**config.mk**
```make
export PLATFORM = sky130hd
export DESIGN_NAME = json_string_unescape_utf8
export DESIGN_NICKNAME = d
export VERILOG_FILES = /design/src/design/jsu_pkg.sv /design/src/design/jsu_front.sv /design/src/design/jsu_cmd_fifo.sv /design/src/design/jsu_back.sv /design/src/design/json_string_unescape_utf8.sv
export SDC_FILE = /design/constraint.sdc
export NUM_CORES = 1
export LEC_CHECK = 0
export BUFFER_PORTS_ARGS = -buffer_cell sky130_fd_sc_hd__buf_2
export CAP_MARGIN = 20
export CORE_ASPECT_RATIO = 1.4
export CORE_MARGIN = 3
export CORE_UTILIZATION = 30
export CTS_CLUSTER_SIZE = 12
export DETAILED_ROUTE_END_ITERATION = 8
export SETUP_SLACK_MARGIN = 0.1
export SYNTH_ARGS = -nofsm -noshare
export SYNTH_HDL_FRONTEND = slang
export SYNTH_SLANG_ARGS = --single-unit
```
**constraint.sdc**
```tcl
create_clock -name aclk -period 5.5 [get_ports aclk]
set_input_delay 0.275 -clock aclk [delete_from_list [all_inputs] [get_ports aclk]]
set_output_delay 0.275 -clock aclk [all_outputs]
set_load 0.03 [all_outputs]
```
**src/design/jsu_pkg.sv**
```systemverilog
package jsu_pkg;

    // one input word: a text byte or the end of the text
    typedef struct packed {
        logic [7:0] in_byte;
        logic       text_end;
    } jsu_in_t;

    // one result word
    typedef struct packed {
        logic [7:0] out_byte;
        logic [1:0] status;
        logic       last;
    } jsu_out_t;

    localparam logic [1:0] ST_BYTE  = 2'd0;
    localparam logic [1:0] ST_CLOSE = 2'd1;
    localparam logic [1:0] ST_ERR   = 2'd2;

    // what one slot of a command emits
    localparam logic [2:0] K_NONE  = 3'd0;
    localparam logic [2:0] K_CP    = 3'd1;
    localparam logic [2:0] K_RAW   = 3'd2;
    localparam logic [2:0] K_CLOSE = 3'd3;
    localparam logic [2:0] K_ERR   = 3'd4;

    localparam int CP_W = 21;

    typedef struct packed {
        logic [2:0]      kind;
        logic [CP_W-1:0] cp;
    } jsu_slot_t;

    // work for the back end: slot a first, then slot b
    typedef struct packed {
        jsu_slot_t a;
        jsu_slot_t b;
    } jsu_cmd_t;

    localparam int FIFO_DEPTH = 4;
    localparam int FIFO_AW    = $clog2(FIFO_DEPTH);

    function automatic logic [2:0] utf8_len(input logic [CP_W-1:0] cp);
        if (cp < 21'h80) begin
            return 3'd1;
        end else if (cp < 21'h800) begin
            return 3'd2;
        end else if (cp < 21'h10000) begin
            return 3'd3;
        end else begin
            return 3'd4;
        end
    endfunction

    function automatic logic [7:0] utf8_byte(input logic [CP_W-1:0] cp, input logic [1:0] idx);
        logic [2:0] len;
        logic [7:0] r;
        len = utf8_len(cp);
        r = 8'h00;
        case (len)
            3'd1: r = cp[7:0];
            3'd2: r = (idx == 2'd0) ? {3'b110, cp[10:6]} : {2'b10, cp[5:0]};
            3'd3: begin
                case (idx)
                    2'd0:    r = {4'b1110, cp[15:12]};
                    2'd1:    r = {2'b10, cp[11:6]};
                    default: r = {2'b10, cp[5:0]};
                endcase
            end
            default: begin
                case (idx)
                    2'd0:    r = {5'b11110, cp[20:18]};
                    2'd1:    r = {2'b10, cp[17:12]};
                    2'd2:    r = {2'b10, cp[11:6]};
                    default: r = {2'b10, cp[5:0]};
                endcase
            end
        endcase
        return r;
    endfunction

    function automatic logic [2:0] slot_len(input jsu_slot_t s);
        case (s.kind)
            K_NONE:  return 3'd0;
            K_CP:    return utf8_len(s.cp);
            default: return 3'd1;
        endcase
    endfunction

endpackage

```
**src/design/jsu_front.sv**
```systemverilog
module jsu_front (
    input  logic             aclk,
    input  logic             aresetn,
    input  logic             in_fire,
    input  jsu_pkg::jsu_in_t in_word,
    output logic             cmd_push,
    output jsu_pkg::jsu_cmd_t cmd_data
);
    import jsu_pkg::*;

    localparam logic [3:0] PH_IDLE     = 4'd0;
    localparam logic [3:0] PH_STR      = 4'd1;
    localparam logic [3:0] PH_ESC      = 4'd2;
    localparam logic [3:0] PH_HEX1     = 4'd3;
    localparam logic [3:0] PH_HEX1_B   = 4'd4;
    localparam logic [3:0] PH_HEX1_C   = 4'd5;
    localparam logic [3:0] PH_HEX1_D   = 4'd6;
    localparam logic [3:0] PH_HELD     = 4'd7;
    localparam logic [3:0] PH_HELD_ESC = 4'd8;
    localparam logic [3:0] PH_HEX2     = 4'd9;
    localparam logic [3:0] PH_HEX2_B   = 4'd10;
    localparam logic [3:0] PH_HEX2_C   = 4'd11;
    localparam logic [3:0] PH_HEX2_D   = 4'd12;

    localparam logic [7:0] CH_QUOTE = 8'h22;
    localparam logic [7:0] CH_BSL   = 8'h5C;
    localparam logic [7:0] CH_U     = 8'h75;

    logic [3:0]  phase_reg, phase_next;
    logic [15:0] hex_reg, hex_next;
    logic [15:0] held_reg, held_next;

    logic [7:0]  b;
    logic        fin;
    logic        hex_ok;
    logic [3:0]  hex_val;
    logic [15:0] hex_new;
    logic        new_is_high, new_is_low;

    jsu_slot_t   str_slot, esc_slot, sa, sb, held_slot, fresh_slot;
    logic [3:0]  str_phase, esc_phase, fresh_phase;
    logic        esc_clr;

    assign b   = in_word.in_byte;
    assign fin = in_word.text_end;

    always_comb begin
        hex_ok  = 1'b0;
        hex_val = 4'd0;
        if (!fin) begin
            if (b inside {[8'h30:8'h39]}) begin
                hex_ok  = 1'b1;
                hex_val = b[3:0];
            end else if (b inside {[8'h41:8'h46], [8'h61:8'h66]}) begin
                hex_ok  = 1'b1;
                hex_val = 4'(b[3:0] + 4'd9);
            end
        end
    end

    assign hex_new     = {hex_reg[11:0], hex_val};
    assign new_is_high = hex_new inside {[16'hD800:16'hDBFF]};
    assign new_is_low  = hex_new inside {[16'hDC00:16'hDFFF]};
    assign held_slot   = '{kind: K_CP, cp: {5'd0, held_reg}};

    // plain string byte
    always_comb begin
        str_slot  = '{kind: K_NONE, cp: '0};
        str_phase = PH_STR;
        if (fin) begin
            str_slot.kind = K_ERR;
            str_phase     = PH_IDLE;
        end else if (b == CH_QUOTE) begin
            str_slot.kind = K_CLOSE;
            str_phase     = PH_IDLE;
        end else if (b == CH_BSL) begin
            str_phase = PH_ESC;
        end else begin
            str_slot = '{kind: K_RAW, cp: {13'd0, b}};
        end
    end

    // byte after a backslash
    always_comb begin
        esc_slot  = '{kind: K_RAW, cp: '0};
        esc_phase = PH_STR;
        esc_clr   = 1'b0;
        if (fin) begin
            esc_slot.kind = K_ERR;
            esc_phase     = PH_IDLE;
        end else begin
            case (b)
                8'h22:   esc_slot.cp = 21'h22;
                8'h5C:   esc_slot.cp = 21'h5C;
                8'h2F:   esc_slot.cp = 21'h2F;
                8'h62:   esc_slot.cp = 21'h08;
                8'h66:   esc_slot.cp = 21'h0C;
                8'h6E:   esc_slot.cp = 21'h0A;
                8'h72:   esc_slot.cp = 21'h0D;
                8'h74:   esc_slot.cp = 21'h09;
                CH_U: begin
                    esc_slot.kind = K_NONE;
                    esc_phase     = PH_HEX1;
                    esc_clr       = 1'b1;
                end
                default: begin
                    esc_slot.kind = K_ERR;
                    esc_phase     = PH_IDLE;
                end
            endcase
        end
    end

    // a completed four-digit value: held if a high surrogate, else emitted
    always_comb begin
        if (new_is_high) begin
            fresh_slot  = '{kind: K_NONE, cp: '0};
            fresh_phase = PH_HELD;
        end else begin
            fresh_slot  = '{kind: K_CP, cp: {5'd0, hex_new}};
            fresh_phase = PH_STR;
        end
    end

    always_comb begin
        phase_next = phase_reg;
        hex_next   = hex_reg;
        held_next  = held_reg;
        sa         = '{kind: K_NONE, cp: '0};
        sb         = '{kind: K_NONE, cp: '0};
        case (phase_reg)
            PH_STR: begin
                sa         = str_slot;
                phase_next = str_phase;
            end
            PH_ESC: begin
                sa         = esc_slot;
                phase_next = esc_phase;
                if (esc_clr) begin
                    hex_next = '0;
                end
            end
            PH_HEX1, PH_HEX1_B, PH_HEX1_C, PH_HEX1_D: begin
                if (!hex_ok) begin
                    sa.kind    = K_ERR;
                    phase_next = PH_IDLE;
                end else begin
                    hex_next = hex_new;
                    if (phase_reg == PH_HEX1_D) begin
                        sa         = fresh_slot;
                        phase_next = fresh_phase;
                        if (new_is_high) begin
                            held_next = hex_new;
                        end
                    end else begin
                        phase_next = 4'(phase_reg + 4'd1);
                    end
                end
            end
            PH_HELD: begin
                if (!fin && b == CH_BSL) begin
                    phase_next = PH_HELD_ESC;
                end else begin
                    sa         = held_slot;
                    sb         = str_slot;
                    phase_next = str_phase;
                end
            end
            PH_HELD_ESC: begin
                if (!fin && b == CH_U) begin
                    hex_next   = '0;
                    phase_next = PH_HEX2;
                end else begin
                    sa         = held_slot;
                    sb         = esc_slot;
                    phase_next = esc_phase;
                    if (esc_clr) begin
                        hex_next = '0;
                    end
                end
            end
            PH_HEX2, PH_HEX2_B, PH_HEX2_C, PH_HEX2_D: begin
                if (!hex_ok) begin
                    sa         = held_slot;
                    sb.kind    = K_ERR;
                    phase_next = PH_IDLE;
                end else begin
                    hex_next = hex_new;
                    if (phase_reg != PH_HEX2_D) begin
                        phase_next = 4'(phase_reg + 4'd1);
                    end else if (new_is_low) begin
                        // surrogate pair: 0x10000 + ten bits of each half
                        sa.kind    = K_CP;
                        sa.cp      = 21'h10000 + {1'b0, held_reg[9:0], hex_new[9:0]};
                        phase_next = PH_STR;
                    end else begin
                        sa         = held_slot;
                        sb         = fresh_slot;
                        phase_next = fresh_phase;
                        if (new_is_high) begin
                            held_next = hex_new;
                        end
                    end
                end
            end
            default: begin
                // idle, and the unused codes behave as idle
                if (fin || b != CH_QUOTE) begin
                    sa.kind    = K_ERR;
                    phase_next = PH_IDLE;
                end else begin
                    phase_next = PH_STR;
                end
            end
        endcase
    end

    // keep any output in slot a
    always_comb begin
        if (sa.kind == K_NONE) begin
            cmd_data.a = sb;
            cmd_data.b = '{kind: K_NONE, cp: '0};
        end else begin
            cmd_data.a = sa;
            cmd_data.b = sb;
        end
    end

    assign cmd_push = in_fire && (cmd_data.a.kind != K_NONE);

    always_ff @(posedge aclk) begin
        if (!aresetn) begin
            phase_reg <= PH_IDLE;
            hex_reg   <= '0;
            held_reg  <= '0;
        end else if (in_fire) begin
            phase_reg <= phase_next;
            hex_reg   <= hex_next;
            held_reg  <= held_next;
        end
    end

endmodule

```
**src/design/jsu_cmd_fifo.sv**
```systemverilog
module jsu_cmd_fifo (
    input  logic              aclk,
    input  logic              aresetn,
    input  logic              push,
    input  jsu_pkg::jsu_cmd_t push_data,
    input  logic              pop,
    output logic              full,
    output logic              head_valid,
    output jsu_pkg::jsu_cmd_t head
);
    import jsu_pkg::*;

    jsu_cmd_t           mem_reg [FIFO_DEPTH];
    logic [FIFO_AW-1:0] wr_ptr_reg, rd_ptr_reg;
    logic [FIFO_AW:0]   count_reg, count_next;

    assign full       = (count_reg == (FIFO_AW+1)'(FIFO_DEPTH));
    assign head_valid = (count_reg != '0);
    assign head       = mem_reg[rd_ptr_reg];

    always_comb begin
        count_next = count_reg;
        if (push && !pop) begin
            count_next = (FIFO_AW+1)'(count_reg + 1'b1);
        end else if (pop && !push) begin
            count_next = (FIFO_AW+1)'(count_reg - 1'b1);
        end
    end

    always_ff @(posedge aclk) begin
        if (!aresetn) begin
            wr_ptr_reg <= '0;
            rd_ptr_reg <= '0;
            count_reg  <= '0;
        end else begin
            count_reg <= count_next;
            if (push) begin
                wr_ptr_reg <= FIFO_AW'(wr_ptr_reg + 1'b1);
            end
            if (pop) begin
                rd_ptr_reg <= FIFO_AW'(rd_ptr_reg + 1'b1);
            end
        end
    end

    always_ff @(posedge aclk) begin
        if (push) begin
            mem_reg[wr_ptr_reg] <= push_data;
        end
    end

endmodule

```
**src/design/jsu_back.sv**
```systemverilog
module jsu_back (
    input  logic              aclk,
    input  logic              aresetn,
    input  logic              head_valid,
    input  jsu_pkg::jsu_cmd_t head,
    output logic              pop,
    output logic              m_valid,
    input  logic              m_ready,
    output jsu_pkg::jsu_out_t m_data
);
    import jsu_pkg::*;

    logic       seg_reg, seg_next;
    logic [1:0] idx_reg, idx_next;
    logic       m_valid_reg;
    jsu_out_t   m_data_reg, word;

    jsu_slot_t  cur;
    logic [2:0] cur_len;
    logic       slot_done, cmd_done, load;

    assign cur       = seg_reg ? head.b : head.a;
    assign cur_len   = slot_len(cur);
    assign slot_done = ({1'b0, idx_reg} == 3'(cur_len - 3'd1));
    assign cmd_done  = slot_done && (seg_reg || head.b.kind == K_NONE);
    assign load      = head_valid && (!m_valid_reg || m_ready);
    assign pop       = load && cmd_done;

    always_comb begin
        word.last = cmd_done;
        case (cur.kind)
            K_CP: begin
                word.out_byte = utf8_byte(cur.cp, idx_reg);
                word.status   = ST_BYTE;
            end
            K_RAW: begin
                word.out_byte = cur.cp[7:0];
                word.status   = ST_BYTE;
            end
            K_CLOSE: begin
                word.out_byte = 8'h00;
                word.status   = ST_CLOSE;
            end
            default: begin
                word.out_byte = 8'h00;
                word.status   = ST_ERR;
            end
        endcase
    end

    // step through the bytes of slot a, then slot b
    always_comb begin
        seg_next = seg_reg;
        idx_next = idx_reg;
        if (load) begin
            if (cmd_done) begin
                seg_next = 1'b0;
                idx_next = 2'd0;
            end else if (slot_done) begin
                seg_next = 1'b1;
                idx_next = 2'd0;
            end else begin
                idx_next = 2'(idx_reg + 2'd1);
            end
        end
    end

    always_ff @(posedge aclk) begin
        if (!aresetn) begin
            seg_reg     <= 1'b0;
            idx_reg     <= 2'd0;
            m_valid_reg <= 1'b0;
        end else begin
            seg_reg <= seg_next;
            idx_reg <= idx_next;
            if (load) begin
                m_valid_reg <= 1'b1;
            end else if (m_ready) begin
                m_valid_reg <= 1'b0;
            end
        end
    end

    always_ff @(posedge aclk) begin
        if (load) begin
            m_data_reg <= word;
        end
    end

    assign m_valid = m_valid_reg;
    assign m_data  = m_data_reg;

endmodule

```
**src/design/json_string_unescape_utf8.sv**
```systemverilog
// channel  | dir | ports                       | word
// input    | in  | s_valid, s_ready, s_data    | in_byte, text_end
// result   | out | m_valid, m_ready, m_data    | out_byte, status, last
//
// one input word is taken per cycle while the four-entry command queue has room
// the back end sends result words in order: a word gives zero to six results
// first result passes through the command queue and the output register once its input word is taken
// aresetn (synchronous) returns the decoder to idle and empties the queue
// a stalled result channel fills the queue, then s_ready drops
module json_string_unescape_utf8 (
    input  logic              aclk,
    input  logic              aresetn,
    input  logic              s_valid,
    output logic              s_ready,
    input  jsu_pkg::jsu_in_t  s_data,
    output logic              m_valid,
    input  logic              m_ready,
    output jsu_pkg::jsu_out_t m_data
);
    import jsu_pkg::*;

    logic     in_fire, cmd_push, q_full, q_valid, q_pop;
    jsu_cmd_t cmd_data, q_head;

    assign s_ready = !q_full;
    assign in_fire = s_valid && s_ready;

    jsu_front u_front (
        .aclk     (aclk),
        .aresetn  (aresetn),
        .in_fire  (in_fire),
        .in_word  (s_data),
        .cmd_push (cmd_push),
        .cmd_data (cmd_data)
    );

    jsu_cmd_fifo u_fifo (
        .aclk       (aclk),
        .aresetn    (aresetn),
        .push       (cmd_push),
        .push_data  (cmd_data),
        .pop        (q_pop),
        .full       (q_full),
        .head_valid (q_valid),
        .head       (q_head)
    );

    jsu_back u_back (
        .aclk       (aclk),
        .aresetn    (aresetn),
        .head_valid (q_valid),
        .head       (q_head),
        .pop        (q_pop),
        .m_valid    (m_valid),
        .m_ready    (m_ready),
        .m_data     (m_data)
    );

endmodule

```
==> impl_metrics.xml, run 1 <==
<?xml version="1.0" encoding="UTF-8"?>
<metrics>
  <group name="outcome">
    <metric name="run_status" unit="">finished, final reports clean</metric>
  </group>
  <group name="floorplan">
    <metric name="die_area" unit="µm²">38380</metric>
    <metric name="die_width" unit="µm">166.4</metric>
    <metric name="placementRows" unit="">81</metric>
    <metric name="ioPinCount" unit="">26</metric>
    <metric name="fp.coreArea" unit="µm²">35270</metric>
    <metric name="floorplan.die.height" unit="µm">230.6</metric>
    <metric name="effective_utilization_at_floorplan" unit="%">30.65</metric>
  </group>
  <group name="yosys">
    <metric name="synth_seq_cells" unit="">228</metric>
    <metric name="yosys.area.top_type" unit="">sky130_fd_sc_hd__edfxtp_1</metric>
    <metric name="postSynth.asyncResetShare" unit="%">0</metric>
    <metric name="synth_common_cells" unit="">sky130_fd_sc_hd__edfxtp_1, sky130_fd_sc_hd__nand2_1, sky130_fd_sc_hd__dfxtp_1, sky130_fd_sc_hd__mux4_2, sky130_fd_sc_hd__nor2_1</metric>
    <metric name="post-synth-top-count-cell" unit="">sky130_fd_sc_hd__edfxtp_1</metric>
    <metric name="postSynthAreaPerCell" unit="µm²">13.30</metric>
    <metric name="synth.cell_area" unit="µm²">10810</metric>
    <metric name="yosysUniqueCellTypes" unit="">74</metric>
    <metric name="postSynth.topFlopCell" unit="">sky130_fd_sc_hd__edfxtp_1</metric>
    <metric name="post_synthesis_net_count" unit="">846</metric>
    <metric name="synthTopCellsByArea" unit="">sky130_fd_sc_hd__edfxtp_1, sky130_fd_sc_hd__mux4_2, sky130_fd_sc_hd__dfxtp_1</metric>
    <metric name="yosysSeqAreaShare" unit="%">59.16</metric>
    <metric name="synth_enable_flop_cells" unit="">183</metric>
    <metric name="synth_top_area_share" unit="%">50.83</metric>
    <metric name="number_of_cells_produced_by_synthesis" unit="">813</metric>
    <metric name="yosysWarnings" unit="">0</metric>
  </group>
  <group name="cts">
    <metric name="tritoncts_clock_tree" unit="">yes</metric>
    <metric name="cts.repair.resized" unit="">0</metric>
    <metric name="holdBufCountCts" unit="">0</metric>
    <metric name="clkSinkCount" unit="">228</metric>
    <metric name="clock_insertion_delay_worst_skew" unit="ns">0.50</metric>
    <metric name="clk_pin_slew_worst_paths" unit="ns">0.06</metric>
    <metric name="clock-root-buffer" unit="">sky130_fd_sc_hd__clkbuf_16</metric>
    <metric name="clock_tree.htree_level_count" unit="">1</metric>
    <metric name="cts-buffers-inserted" unit="">23</metric>
    <metric name="max-clock-path-buffers" unit="">3</metric>
    <metric name="post_cts_buffers" unit="">0</metric>
  </group>
  <group name="routing">
    <metric name="drt_iter0_markers" unit="">594</metric>
    <metric name="drt-wirelength-per-cell" unit="µm">19.65</metric>
    <metric name="antenna_violating_nets_post_route" unit="">0</metric>
    <metric name="post_detailed_route_drc_marker_count" unit="">0</metric>
    <metric name="detailed_route_wire_length" unit="µm">25670</metric>
    <metric name="detail_route.first_pass.iterations" unit="">6</metric>
    <metric name="detailroute.via_count" unit="">6894</metric>
    <metric name="post_dr_vias_cell" unit="">5.279</metric>
  </group>
  <group name="power">
    <metric name="vdd_ir_drop_max" unit="V">0.0002541</metric>
    <metric name="final_power" unit="W">0.005278</metric>
    <metric name="power.leakage" unit="nW">4.060</metric>
    <metric name="power_density" unit="nW/µm²">433.1</metric>
  </group>
  <group name="global_routing">
    <metric name="globalRouteTotalUtil" unit="%">13.20</metric>
    <metric name="grt_start_max_net_pins" unit="">50</metric>
    <metric name="grt_first_pass_wirelength" unit="µm">40630</metric>
    <metric name="gr-total-overflow" unit="">0</metric>
    <metric name="initial_antenna_violation_count" unit="">0</metric>
    <metric name="first_global_vias" unit="">7014</metric>
  </group>
  <group name="timing">
    <metric name="worst-slew-pin-transition" unit="ns">0.9807</metric>
    <metric name="final-setup-viol-count" unit="">0</metric>
    <metric name="finClkSkew" unit="ns">0.008941</metric>
    <metric name="fmax" unit="MHz">207.5</metric>
    <metric name="worst_slew_margin_rel" unit="%">34.02</metric>
    <metric name="post-route-min-period" unit="ns">4.820</metric>
    <metric name="period_share" unit="%">87.63</metric>
    <metric name="setup_total_negative_slack" unit="ns">0</metric>
    <metric name="timing.final.max_slew_violations" unit="">0</metric>
    <metric name="hold_violations" unit="">0</metric>
    <metric name="setup_repair_after_global_routing_missed_its_margin" unit="">no</metric>
  </group>
  <group name="placement">
    <metric name="globalplace.congestion" unit="">0.8516</metric>
    <metric name="buffer_ports.inserted" unit="">25</metric>
    <metric name="dpl.hpwl" unit="µm">18060</metric>
    <metric name="post_dp_cell_area" unit="µm²">11500</metric>
  </group>
  <group name="layout">
    <metric name="layout.filler_cells" unit="">3418</metric>
    <metric name="syn_to_final_growth" unit="%">12.72</metric>
    <metric name="num_antenna_cells" unit="">0</metric>
    <metric name="final_instance_area" unit="µm²">12190</metric>
    <metric name="post_route_cells_drive_above_1_share" unit="%">16.12</metric>
    <metric name="largest_reg_flops" unit="">172</metric>
    <metric name="fin_nets" unit="">867</metric>
  </group>
  <group name="worst_setup_path">
    <metric name="worstPathMaxFanout" unit="">32</metric>
    <metric name="critical_path.endpoint_type" unit="">flop</metric>
    <metric name="timing.critical_path.from_type" unit="">flop</metric>
    <metric name="worst_ep_required_time" unit="ns">5.91</metric>
    <metric name="path_class" unit="">reg -&gt; reg</metric>
    <metric name="arrival" unit="ns">5.23</metric>
    <metric name="r2r.worst_path.cells" unit="">13</metric>
  </group>
  <group name="min_path">
    <metric name="worst_hold_path_type" unit="">in -&gt; reg</metric>
    <metric name="holdPathStages" unit="">4</metric>
  </group>
  <group name="run">
    <metric name="drv.max_cap_violation_count" unit="">0</metric>
  </group>
</metrics>
[through the flow]
| stage | cells | utilization [%] | hold WS (ns) | setup slack, ns |
|---|---|---|---|---|
| floorplan | 813 | - | 0.4416 | 1.202 |
| global placement | 1263 | 32.60 | 0.4473 | 0.7961 |
| detailed placement | 1264 | 32.62 | 0.4577 | 0.7561 |
| CTS | 1305 | 34.51 | 0.08656 | 0.7005 |
| global route | 1306 | 34.55 | 0.1128 | 0.3898 |
| finish | 1306 | 34.55 | 0.09501 | 0.6804 |
[path summary, 6_finish.rpt]
path                         from                   end  slack (ns)
max                          flop   u_fifo.count_reg[2]        0.68
min                       m_ready        u_back.m_valid         0.1
max reg2reg                  flop   u_fifo.count_reg[2]        0.68
min reg2reg  u_front.held_reg[14]  u_front.held_reg[14]        0.47
[critical path, cell delays in order (launching register included)]
cell	delay [ns]
sky130_fd_sc_hd__dfxtp_2	0.84
sky130_fd_sc_hd__mux4_2	0.41
sky130_fd_sc_hd__mux2_2	0.32
sky130_fd_sc_hd__or4b_1	0.63
sky130_fd_sc_hd__or4_4	0.56
sky130_fd_sc_hd__o22a_1	0.23
sky130_fd_sc_hd__and3_1	0.26
sky130_fd_sc_hd__nand3_2	0.15
sky130_fd_sc_hd__ha_1	0.21
sky130_fd_sc_hd__inv_1	0.07
sky130_fd_sc_hd__fa_1	0.37
sky130_fd_sc_hd__xor2_1	0.17
sky130_fd_sc_hd__or3_1	0.30
sky130_fd_sc_hd__a21boi_0	0.20
[power by group]
part           switching (W)  internal (W)  total, W
combinational       0.000963      0.000654   0.00162
sequential          0.000101       0.00216   0.00226
clock               0.000594      0.000808   0.00140
[cell families after synthesis]
kind of cell    after synthesis  synth area share, %
compound gates              179                12.14
xor+xnor                     10               0.8101
fa+ha+maj                    20                2.384
buf+inv                      70                2.696
flops                       228                59.16
mux                          71                11.68
simple gates                235                11.13
[layout make-up]
type,instances,area [µm²],share of cell area (%)
Clock buffer,40,659.4,5.411
Clock inverter,1,8.758,0.07187
Inverter,23,86.33,0.7084
Multi-Input combinational cell,515,4133,33.91
Sequential cell,228,6399,52.51
Tap cell,456,570.5,4.682
Timing Repair Buffer,43,330.3,2.710
[layout by cell type (no fill, tap or decap), types with 12 or more instances in the layout]
cell type,n
sky130_fd_sc_hd__a21oi_1,22
sky130_fd_sc_hd__ha_1,19
sky130_fd_sc_hd__mux2i_1,17
sky130_fd_sc_hd__clkbuf_16,23
sky130_fd_sc_hd__nor3_1,23
sky130_fd_sc_hd__nor2b_1,24
sky130_fd_sc_hd__inv_1,23
sky130_fd_sc_hd__mux4_2,43
sky130_fd_sc_hd__dfxtp_1,43
sky130_fd_sc_hd__clkbuf_1,15
sky130_fd_sc_hd__nor2_1,40
sky130_fd_sc_hd__nand2_1,66
sky130_fd_sc_hd__o21ai_0,28
sky130_fd_sc_hd__o22ai_1,13
sky130_fd_sc_hd__nand3_1,14
sky130_fd_sc_hd__and2_1,13
sky130_fd_sc_hd__edfxtp_1,183
sky130_fd_sc_hd__buf_2,25
sky130_fd_sc_hd__buf_4,12
[metal layers]
metal	wire length (µm)	track usage (%)	vias up
met2	13310	23.93	192
li1	-	-	3244
met1	10570	16.03	3409
met5	0	0	-
met3	935	1.456	49
met4	847	5.288	0
No activity file was read; power rests on OpenSTA's default activity.
==> run 2: changes to the inputs <==
--- a/config.mk
+++ b/config.mk
@@ -7,7 +7,7 @@
 export LEC_CHECK = 0
 export BUFFER_PORTS_ARGS = -buffer_cell sky130_fd_sc_hd__buf_2
 export CAP_MARGIN = 20
-export CORE_ASPECT_RATIO = 1.4
+export CORE_ASPECT_RATIO = 1.1
 export CORE_MARGIN = 3
 export CORE_UTILIZATION = 30
 export CTS_CLUSTER_SIZE = 12
==> run 2 against run 1 <==
Register-to-register slack improved by 0.09 ns. Total power increased by 6.3%. Critical endpoint unchanged. Critical path depth rose by 1. Sequential share of layout area shrank 0.87 points. First-iteration DRC count is 41% higher. Sequential power barely moved.
==> impl_metrics.xml, run 2 (synthesis gave the netlist of run 1 again) <==
<?xml version="1.0" encoding="UTF-8"?>
<metrics>
  <group name="outcome">
    <metric name="run_status" unit="">finished, final reports clean</metric>
  </group>
  <group name="cts">
    <metric name="cts-buffers-inserted" unit="">26</metric>
    <metric name="cts.repair.resized" unit="">0</metric>
    <metric name="clkSinkCount" unit="">228</metric>
    <metric name="clk_pin_slew_worst_paths" unit="ns">0.06</metric>
    <metric name="max-clock-path-buffers" unit="">3</metric>
    <metric name="clock_insertion_delay_worst_skew" unit="ns">0.51</metric>
    <metric name="tritoncts_clock_tree" unit="">yes</metric>
    <metric name="clock-root-buffer" unit="">sky130_fd_sc_hd__clkbuf_16</metric>
    <metric name="clock_tree.htree_level_count" unit="">1</metric>
    <metric name="holdBufCountCts" unit="">0</metric>
    <metric name="post_cts_buffers" unit="">0</metric>
  </group>
  <group name="timing">
    <metric name="worst_slew_margin_rel" unit="%">29.98</metric>
    <metric name="post-route-min-period" unit="ns">4.728</metric>
    <metric name="final.hold.worst_slack" unit="ns">0.07660</metric>
    <metric name="setup_repair_after_global_routing_missed_its_margin" unit="">no</metric>
    <metric name="setup_total_negative_slack" unit="ns">0</metric>
    <metric name="hold_violations" unit="">0</metric>
    <metric name="final-setup-viol-count" unit="">0</metric>
    <metric name="timing.final.ws_setup" unit="ns">0.7724</metric>
    <metric name="finClkSkew" unit="ns">0.01484</metric>
    <metric name="period_share" unit="%">85.96</metric>
    <metric name="worst-slew-pin-transition" unit="ns">1.041</metric>
    <metric name="timing.final.max_slew_violations" unit="">0</metric>
    <metric name="fmax" unit="MHz">211.5</metric>
  </group>
  <group name="global_routing">
    <metric name="grt_start_max_net_pins" unit="">50</metric>
    <metric name="groute.layer.met2.usage" unit="%">21.20</metric>
    <metric name="initial_antenna_violation_count" unit="">0</metric>
    <metric name="busiest_layer" unit="">met2</metric>
    <metric name="gr-total-overflow" unit="">0</metric>
    <metric name="use_met1" unit="%">17.82</metric>
    <metric name="globalRouteTotalUtil" unit="%">12.75</metric>
    <metric name="global_route.usage.met3" unit="%">1.865</metric>
    <metric name="first_global_vias" unit="">6635</metric>
    <metric name="grt_first_pass_wirelength" unit="µm">38760</metric>
  </group>
  <group name="worst_setup_path">
    <metric name="worst_ep_required_time" unit="ns">5.93</metric>
    <metric name="critical_path.endpoint_type" unit="">flop</metric>
    <metric name="path_class" unit="">reg -&gt; reg</metric>
    <metric name="arrival" unit="ns">5.16</metric>
    <metric name="timing.critical_path.mode_cell" unit="">sky130_fd_sc_hd__or4_4</metric>
    <metric name="worstPathCellList" unit="">buf_4 -&gt; mux4_2 -&gt; mux2_2 -&gt; or4_4 -&gt; or4_4 -&gt; o22a_1 -&gt; and3_1 -&gt; nand3_2 -&gt; ha_1 -&gt; inv_1 -&gt; fa_1 -&gt; xor2_1 -&gt; or3_1 -&gt; a21boi_0</metric>
    <metric name="critical-path-slowest-cell" unit="">sky130_fd_sc_hd__dfxtp_2</metric>
    <metric name="timing.critical_path.from_type" unit="">flop</metric>
    <metric name="worstPathMaxFanout" unit="">27</metric>
    <metric name="critical-path-max-stage-delay" unit="ns">0.76</metric>
  </group>
  <group name="power">
    <metric name="final_power" unit="W">0.005609</metric>
    <metric name="power_density" unit="nW/µm²">452.7</metric>
    <metric name="power.leakage" unit="nW">4.144</metric>
    <metric name="vdd_ir_drop_max" unit="V">0.0002315</metric>
  </group>
  <group name="floorplan">
    <metric name="ioPinCount" unit="">26</metric>
    <metric name="effective_utilization_at_floorplan" unit="%">30.54</metric>
    <metric name="die_width" unit="µm">187.0</metric>
    <metric name="floorplan.die.height" unit="µm">205.1</metric>
    <metric name="fp.coreArea" unit="µm²">35400</metric>
    <metric name="placementRows" unit="">72</metric>
    <metric name="die_area" unit="µm²">38360</metric>
  </group>
  <group name="placement">
    <metric name="place_ws" unit="ns">0.7446</metric>
    <metric name="dpl.hpwl" unit="µm">17300</metric>
    <metric name="buffer_ports.inserted" unit="">25</metric>
    <metric name="globalplace.congestion" unit="">0.8746</metric>
  </group>
  <group name="routing">
    <metric name="post_detailed_route_drc_marker_count" unit="">0</metric>
    <metric name="drt_iter0_markers" unit="">835</metric>
    <metric name="post_dr_vias_cell" unit="">5.273</metric>
    <metric name="detailroute.via_count" unit="">7045</metric>
    <metric name="detail_route.first_pass.iterations" unit="">6</metric>
    <metric name="antenna_violating_nets_post_route" unit="">0</metric>
    <metric name="detailed_route_wire_length" unit="µm">25280</metric>
    <metric name="drt-wirelength-per-cell" unit="µm">18.92</metric>
  </group>
  <group name="layout">
    <metric name="syn_to_final_growth" unit="%">14.62</metric>
    <metric name="fin_nets" unit="">870</metric>
    <metric name="layout_common_cells" unit="">sky130_fd_sc_hd__edfxtp_1, sky130_fd_sc_hd__nand2_1, sky130_fd_sc_hd__mux4_2, sky130_fd_sc_hd__dfxtp_1, sky130_fd_sc_hd__nor2_1</metric>
    <metric name="final_common_cell" unit="">sky130_fd_sc_hd__edfxtp_1</metric>
    <metric name="post_route_cells_drive_above_1_share" unit="%">16.86</metric>
    <metric name="largest_reg_flops" unit="">172</metric>
  </group>
  <group name="min_path">
    <metric name="worst_hold_path_type" unit="">in -&gt; reg</metric>
  </group>
  <group name="run">
    <metric name="drv.max_cap_violation_count" unit="">0</metric>
  </group>
</metrics>
-- run 2: cell types whose count changed in the layout (fill, tap and decap cells not counted), moves of 2 or more --
cell                        change
sky130_fd_sc_hd__clkinv_1       +4
sky130_fd_sc_hd__clkbuf_16      +4
sky130_fd_sc_hd__bufinv_16      +4
sky130_fd_sc_hd__buf_4          +2
sky130_fd_sc_hd__clkbuf_1       -7
-- run 2: routing by layer --
| metal | vias to the layer above | wire [µm] | share of wire [%] |
|---|---|---|---|
| li1 | 3246 | - | - |
| met1 | 3502 | 11230 | 44 |
| met2 | 263 | 12030 | 48 |
| met3 | 34 | 1572 | 6.2 |
| met4 | 0 | 447 | 1.8 |
| met5 | - | 0 | 0 |
-- run 2: final timing paths --
path                                        endpoint  slack (ns)  depth (start not counted)            startpoint
worst max register to register   u_fifo.count_reg[2]        0.77                         14                  flop
worst max-delay path             u_fifo.count_reg[2]        0.77                         14                  flop
worst min-delay path                  u_back.m_valid        0.08                          4               m_ready
worst min register to register  u_front.held_reg[11]        0.47                          1  u_front.held_reg[11]
-- run 2: final cells by class --
cell class / count / area (µm²)
inverter: 23 / 86.33
sequential: 228 / 6399
tap: 481 / 601.8
antenna: 1 / 2.502
clock inverter: 9 / 140.1
clock buffer: 36 / 719.4
timing repair buffer: 43 / 310.3
multi-input combinational: 515 / 4133
fill: 3413 / 23010
-- run 2: where the power goes --
group          switching (W)  leakage, nW  total [W]  internal (W)
clock network       0.000620        0.416    0.00171       0.00109
registers           0.000107         2.09    0.00227       0.00217
logic               0.000963         1.64    0.00163      0.000663
total                0.00169         4.14    0.00561       0.00392
-- run 2: metrics by stage --
stage                     util [%]  area [µm²]  instances
after floorplan                  -       10810        813
after global placement       32.57       11530       1290
after detailed placement     32.57       11530       1290
after CTS                    34.99       12390       1335
after global routing         34.99       12390       1335
final                        35.00       12390       1336
-- run 2: critical path, delay by kind of cell (launching register included) --
| kind | cells | cell delay (ns) |
|---|---|---|
| AO/OA/AOI/OAI | 2 | 0.39 |
| XOR/XNOR | 1 | 0.17 |
| adder cells (fa/ha/maj) | 2 | 0.57 |
| buffers and inverters | 2 | 0.40 |
| flip-flops | 1 | 0.76 |
| multiplexers | 2 | 0.64 |
| AND/OR/NAND/NOR | 5 | 1.70 |
==> run 3: changes to the inputs <==
--- a/config.mk
+++ b/config.mk
@@ -10,6 +10,7 @@
 export CORE_ASPECT_RATIO = 1.1
 export CORE_MARGIN = 3
 export CORE_UTILIZATION = 30
+export CTS_BUF_LIST = sky130_fd_sc_hd__clkbuf_8 sky130_fd_sc_hd__clkbuf_16
 export CTS_CLUSTER_SIZE = 12
 export DETAILED_ROUTE_END_ITERATION = 8
 export SETUP_SLACK_MARGIN = 0.1
==> run 3 against run 2 <==
Total power down 0.24%. Worst setup slack better by 0.0022 ns. Global-route usage unchanged. Largest power group unchanged. Clock power about the same. Hold slack about the same. Maximum frequency hardly changed. Clock-buffer cell count down 8. Non-clock buffer count unchanged. Via count barely moved. Flip-flop and latch count did not move. First-iteration DRC count fell by 0.72%.
==> impl_metrics.xml, run 3 (synthesis gave the netlist of run 1 again) <==
<?xml version="1.0" encoding="UTF-8"?>
<metrics>
  <group name="power">
    <metric name="final_power" unit="W">0.005596</metric>
    <metric name="pwr-share-clk" unit="%">30.3</metric>
    <metric name="internal_power" unit="W">0.003904</metric>
    <metric name="vdd_ir_drop_max" unit="V">0.0002315</metric>
    <metric name="power.share.combinational" unit="%">29.1</metric>
    <metric name="power_dissipated_by_switching_net_loads" unit="W">0.001692</metric>
    <metric name="power.leakage" unit="nW">4.177</metric>
    <metric name="sequentialPowerShare" unit="%">40.6</metric>
    <metric name="power_density" unit="nW/µm²">451.6</metric>
    <metric name="netSwitchingFraction" unit="%">30.23</metric>
  </group>
  <group name="floorplan">
    <metric name="floorplan.die.height" unit="µm">205.1</metric>
    <metric name="ioPinCount" unit="">26</metric>
    <metric name="placementRows" unit="">72</metric>
    <metric name="die_width" unit="µm">187.0</metric>
    <metric name="effective_utilization_at_floorplan" unit="%">30.54</metric>
    <metric name="fp.coreArea" unit="µm²">35400</metric>
    <metric name="die_area" unit="µm²">38360</metric>
  </group>
  <group name="outcome">
    <metric name="run_status" unit="">finished, final reports clean</metric>
  </group>
  <group name="run">
    <metric name="drv.max_cap_violation_count" unit="">0</metric>
  </group>
  <group name="routing">
    <metric name="detail_route.first_pass.iterations" unit="">8</metric>
    <metric name="drt-wirelength-per-cell" unit="µm">18.91</metric>
    <metric name="detailed_route_wire_length" unit="µm">25260</metric>
    <metric name="detailroute.via_count" unit="">7043</metric>
    <metric name="post_detailed_route_drc_marker_count" unit="">0</metric>
    <metric name="drt_iter0_markers" unit="">829</metric>
    <metric name="post_dr_vias_cell" unit="">5.272</metric>
    <metric name="antenna_violating_nets_post_route" unit="">0</metric>
  </group>
  <group name="cts">
    <metric name="clkSinkCount" unit="">228</metric>
    <metric name="clock_tree.htree_level_count" unit="">1</metric>
    <metric name="clock-root-buffer" unit="">sky130_fd_sc_hd__clkbuf_16</metric>
    <metric name="cts-buffers-inserted" unit="">26</metric>
    <metric name="clk_pin_slew_worst_paths" unit="ns">0.06</metric>
    <metric name="post_cts_buffers" unit="">0</metric>
    <metric name="clock_insertion_delay_worst_skew" unit="ns">0.51</metric>
    <metric name="holdBufCountCts" unit="">0</metric>
    <metric name="cts.repair.resized" unit="">0</metric>
    <metric name="max-clock-path-buffers" unit="">3</metric>
    <metric name="tritoncts_clock_tree" unit="">yes</metric>
  </group>
  <group name="worst_setup_path">
    <metric name="arrival" unit="ns">5.16</metric>
    <metric name="path_class" unit="">reg -&gt; reg</metric>
    <metric name="worst_ep_required_time" unit="ns">5.93</metric>
    <metric name="critical_path.endpoint_type" unit="">flop</metric>
    <metric name="worstPathMaxFanout" unit="">27</metric>
    <metric name="timing.critical_path.from_type" unit="">flop</metric>
  </group>
  <group name="global_routing">
    <metric name="first_global_vias" unit="">6635</metric>
    <metric name="global_route.usage.met3" unit="%">1.865</metric>
    <metric name="use_met1" unit="%">17.82</metric>
    <metric name="groute.layer.met2.usage" unit="%">21.20</metric>
    <metric name="grt_start_max_net_pins" unit="">50</metric>
    <metric name="gr-total-overflow" unit="">0</metric>
    <metric name="globalRouteTotalUtil" unit="%">12.75</metric>
    <metric name="grt_first_pass_wirelength" unit="µm">38760</metric>
    <metric name="busiest_layer" unit="">met2</metric>
    <metric name="initial_antenna_violation_count" unit="">0</metric>
  </group>
  <group name="timing">
    <metric name="period_share" unit="%">85.92</metric>
    <metric name="setup_total_negative_slack" unit="ns">0</metric>
    <metric name="fmax" unit="MHz">211.6</metric>
    <metric name="final.hold.worst_slack" unit="ns">0.07657</metric>
    <metric name="setup_repair_after_global_routing_missed_its_margin" unit="">no</metric>
    <metric name="final-setup-viol-count" unit="">0</metric>
    <metric name="finClkSkew" unit="ns">0.01498</metric>
    <metric name="post-route-min-period" unit="ns">4.725</metric>
    <metric name="worst-slew-pin-transition" unit="ns">1.034</metric>
    <metric name="hold_violations" unit="">0</metric>
    <metric name="worst_slew_margin_rel" unit="%">30.56</metric>
    <metric name="timing.final.max_slew_violations" unit="">0</metric>
  </group>
  <group name="layout">
    <metric name="layout_common_cells" unit="">sky130_fd_sc_hd__edfxtp_1, sky130_fd_sc_hd__nand2_1, sky130_fd_sc_hd__mux4_2, sky130_fd_sc_hd__dfxtp_1, sky130_fd_sc_hd__nor2_1</metric>
    <metric name="syn_to_final_growth" unit="%">14.62</metric>
    <metric name="post_route_cells_drive_above_1_share" unit="%">16.86</metric>
    <metric name="final_common_cell" unit="">sky130_fd_sc_hd__edfxtp_1</metric>
    <metric name="largest_reg_flops" unit="">172</metric>
    <metric name="fin_nets" unit="">870</metric>
    <metric name="utilization" unit="%">35.00</metric>
  </group>
  <group name="min_path">
    <metric name="worst_hold_path_type" unit="">in -&gt; reg</metric>
  </group>
  <group name="placement">
    <metric name="globalplace.congestion" unit="">0.8746</metric>
    <metric name="buffer_ports.inserted" unit="">25</metric>
    <metric name="dpl.hpwl" unit="µm">17300</metric>
  </group>
</metrics>
run 3: worst max-delay path, stage by stage, from the launching register on:
cell and delay [ns]:
sky130_fd_sc_hd__dfxtp_2 0.76, sky130_fd_sc_hd__buf_4 0.34, sky130_fd_sc_hd__mux4_2 0.31, sky130_fd_sc_hd__mux2_2 0.33, sky130_fd_sc_hd__or4_4 0.56, sky130_fd_sc_hd__or4_4 0.47
sky130_fd_sc_hd__o22a_1 0.22, sky130_fd_sc_hd__and3_1 0.24, sky130_fd_sc_hd__nand3_2 0.13, sky130_fd_sc_hd__ha_1 0.20, sky130_fd_sc_hd__inv_1 0.06, sky130_fd_sc_hd__fa_1 0.37
sky130_fd_sc_hd__xor2_1 0.17, sky130_fd_sc_hd__or3_1 0.30, sky130_fd_sc_hd__a21boi_0 0.17
run 3: final timing paths:
check | end | slack [ns] | start | cells after the start
min reg2reg | u_front.held_reg[11] | 0.47 | u_front.held_reg[11] | 1
max reg2reg | u_fifo.count_reg[2] | 0.77 | flop | 14
min | u_back.m_valid | 0.08 | m_ready | 4
max | u_fifo.count_reg[2] | 0.77 | flop | 14
run 3: final cells by class:
cell class / instances / area, µm²
antenna: 1 / 2.502
clock buffer: 28 / 689.4
clock inverter: 17 / 170.2
fill: 3413 / 23010
inverter: 23 / 86.33
multi-input combinational: 515 / 4133
sequential: 228 / 6399
tap: 481 / 601.8
timing repair buffer: 43 / 310.3
run 3: layer usage:
metal	vias up	routed length [µm]
met5	-	0
met4	0	412
met3	35	1561
met2	270	12090
met1	3493	11190
li1	3245	-
run 3: power by group through the flow:
| stage | Clock [W] | Sequential (W) | Combinational, W |
|---|---|---|---|
| after floorplan | 0 | 0.00237 | 0.00117 |
| after global placement | 0 | 0.00230 | 0.00163 |
| after detailed placement | 0 | 0.00231 | 0.00163 |
| after CTS | 0.00174 | 0.00228 | 0.00164 |
| after global routing | 0.00181 | 0.00230 | 0.00177 |
| final | 0.00170 | 0.00227 | 0.00163 |
run 3: stage by stage:
step                setup slack, ns  cells  instance area, µm²
finish                       0.7746   1336               12390
global route                 0.4995   1335               12390
global placement             0.8148   1290               11530
detailed placement           0.7446   1290               11530
floorplan                     1.202    813               10810
CTS                          0.7357   1335               12390
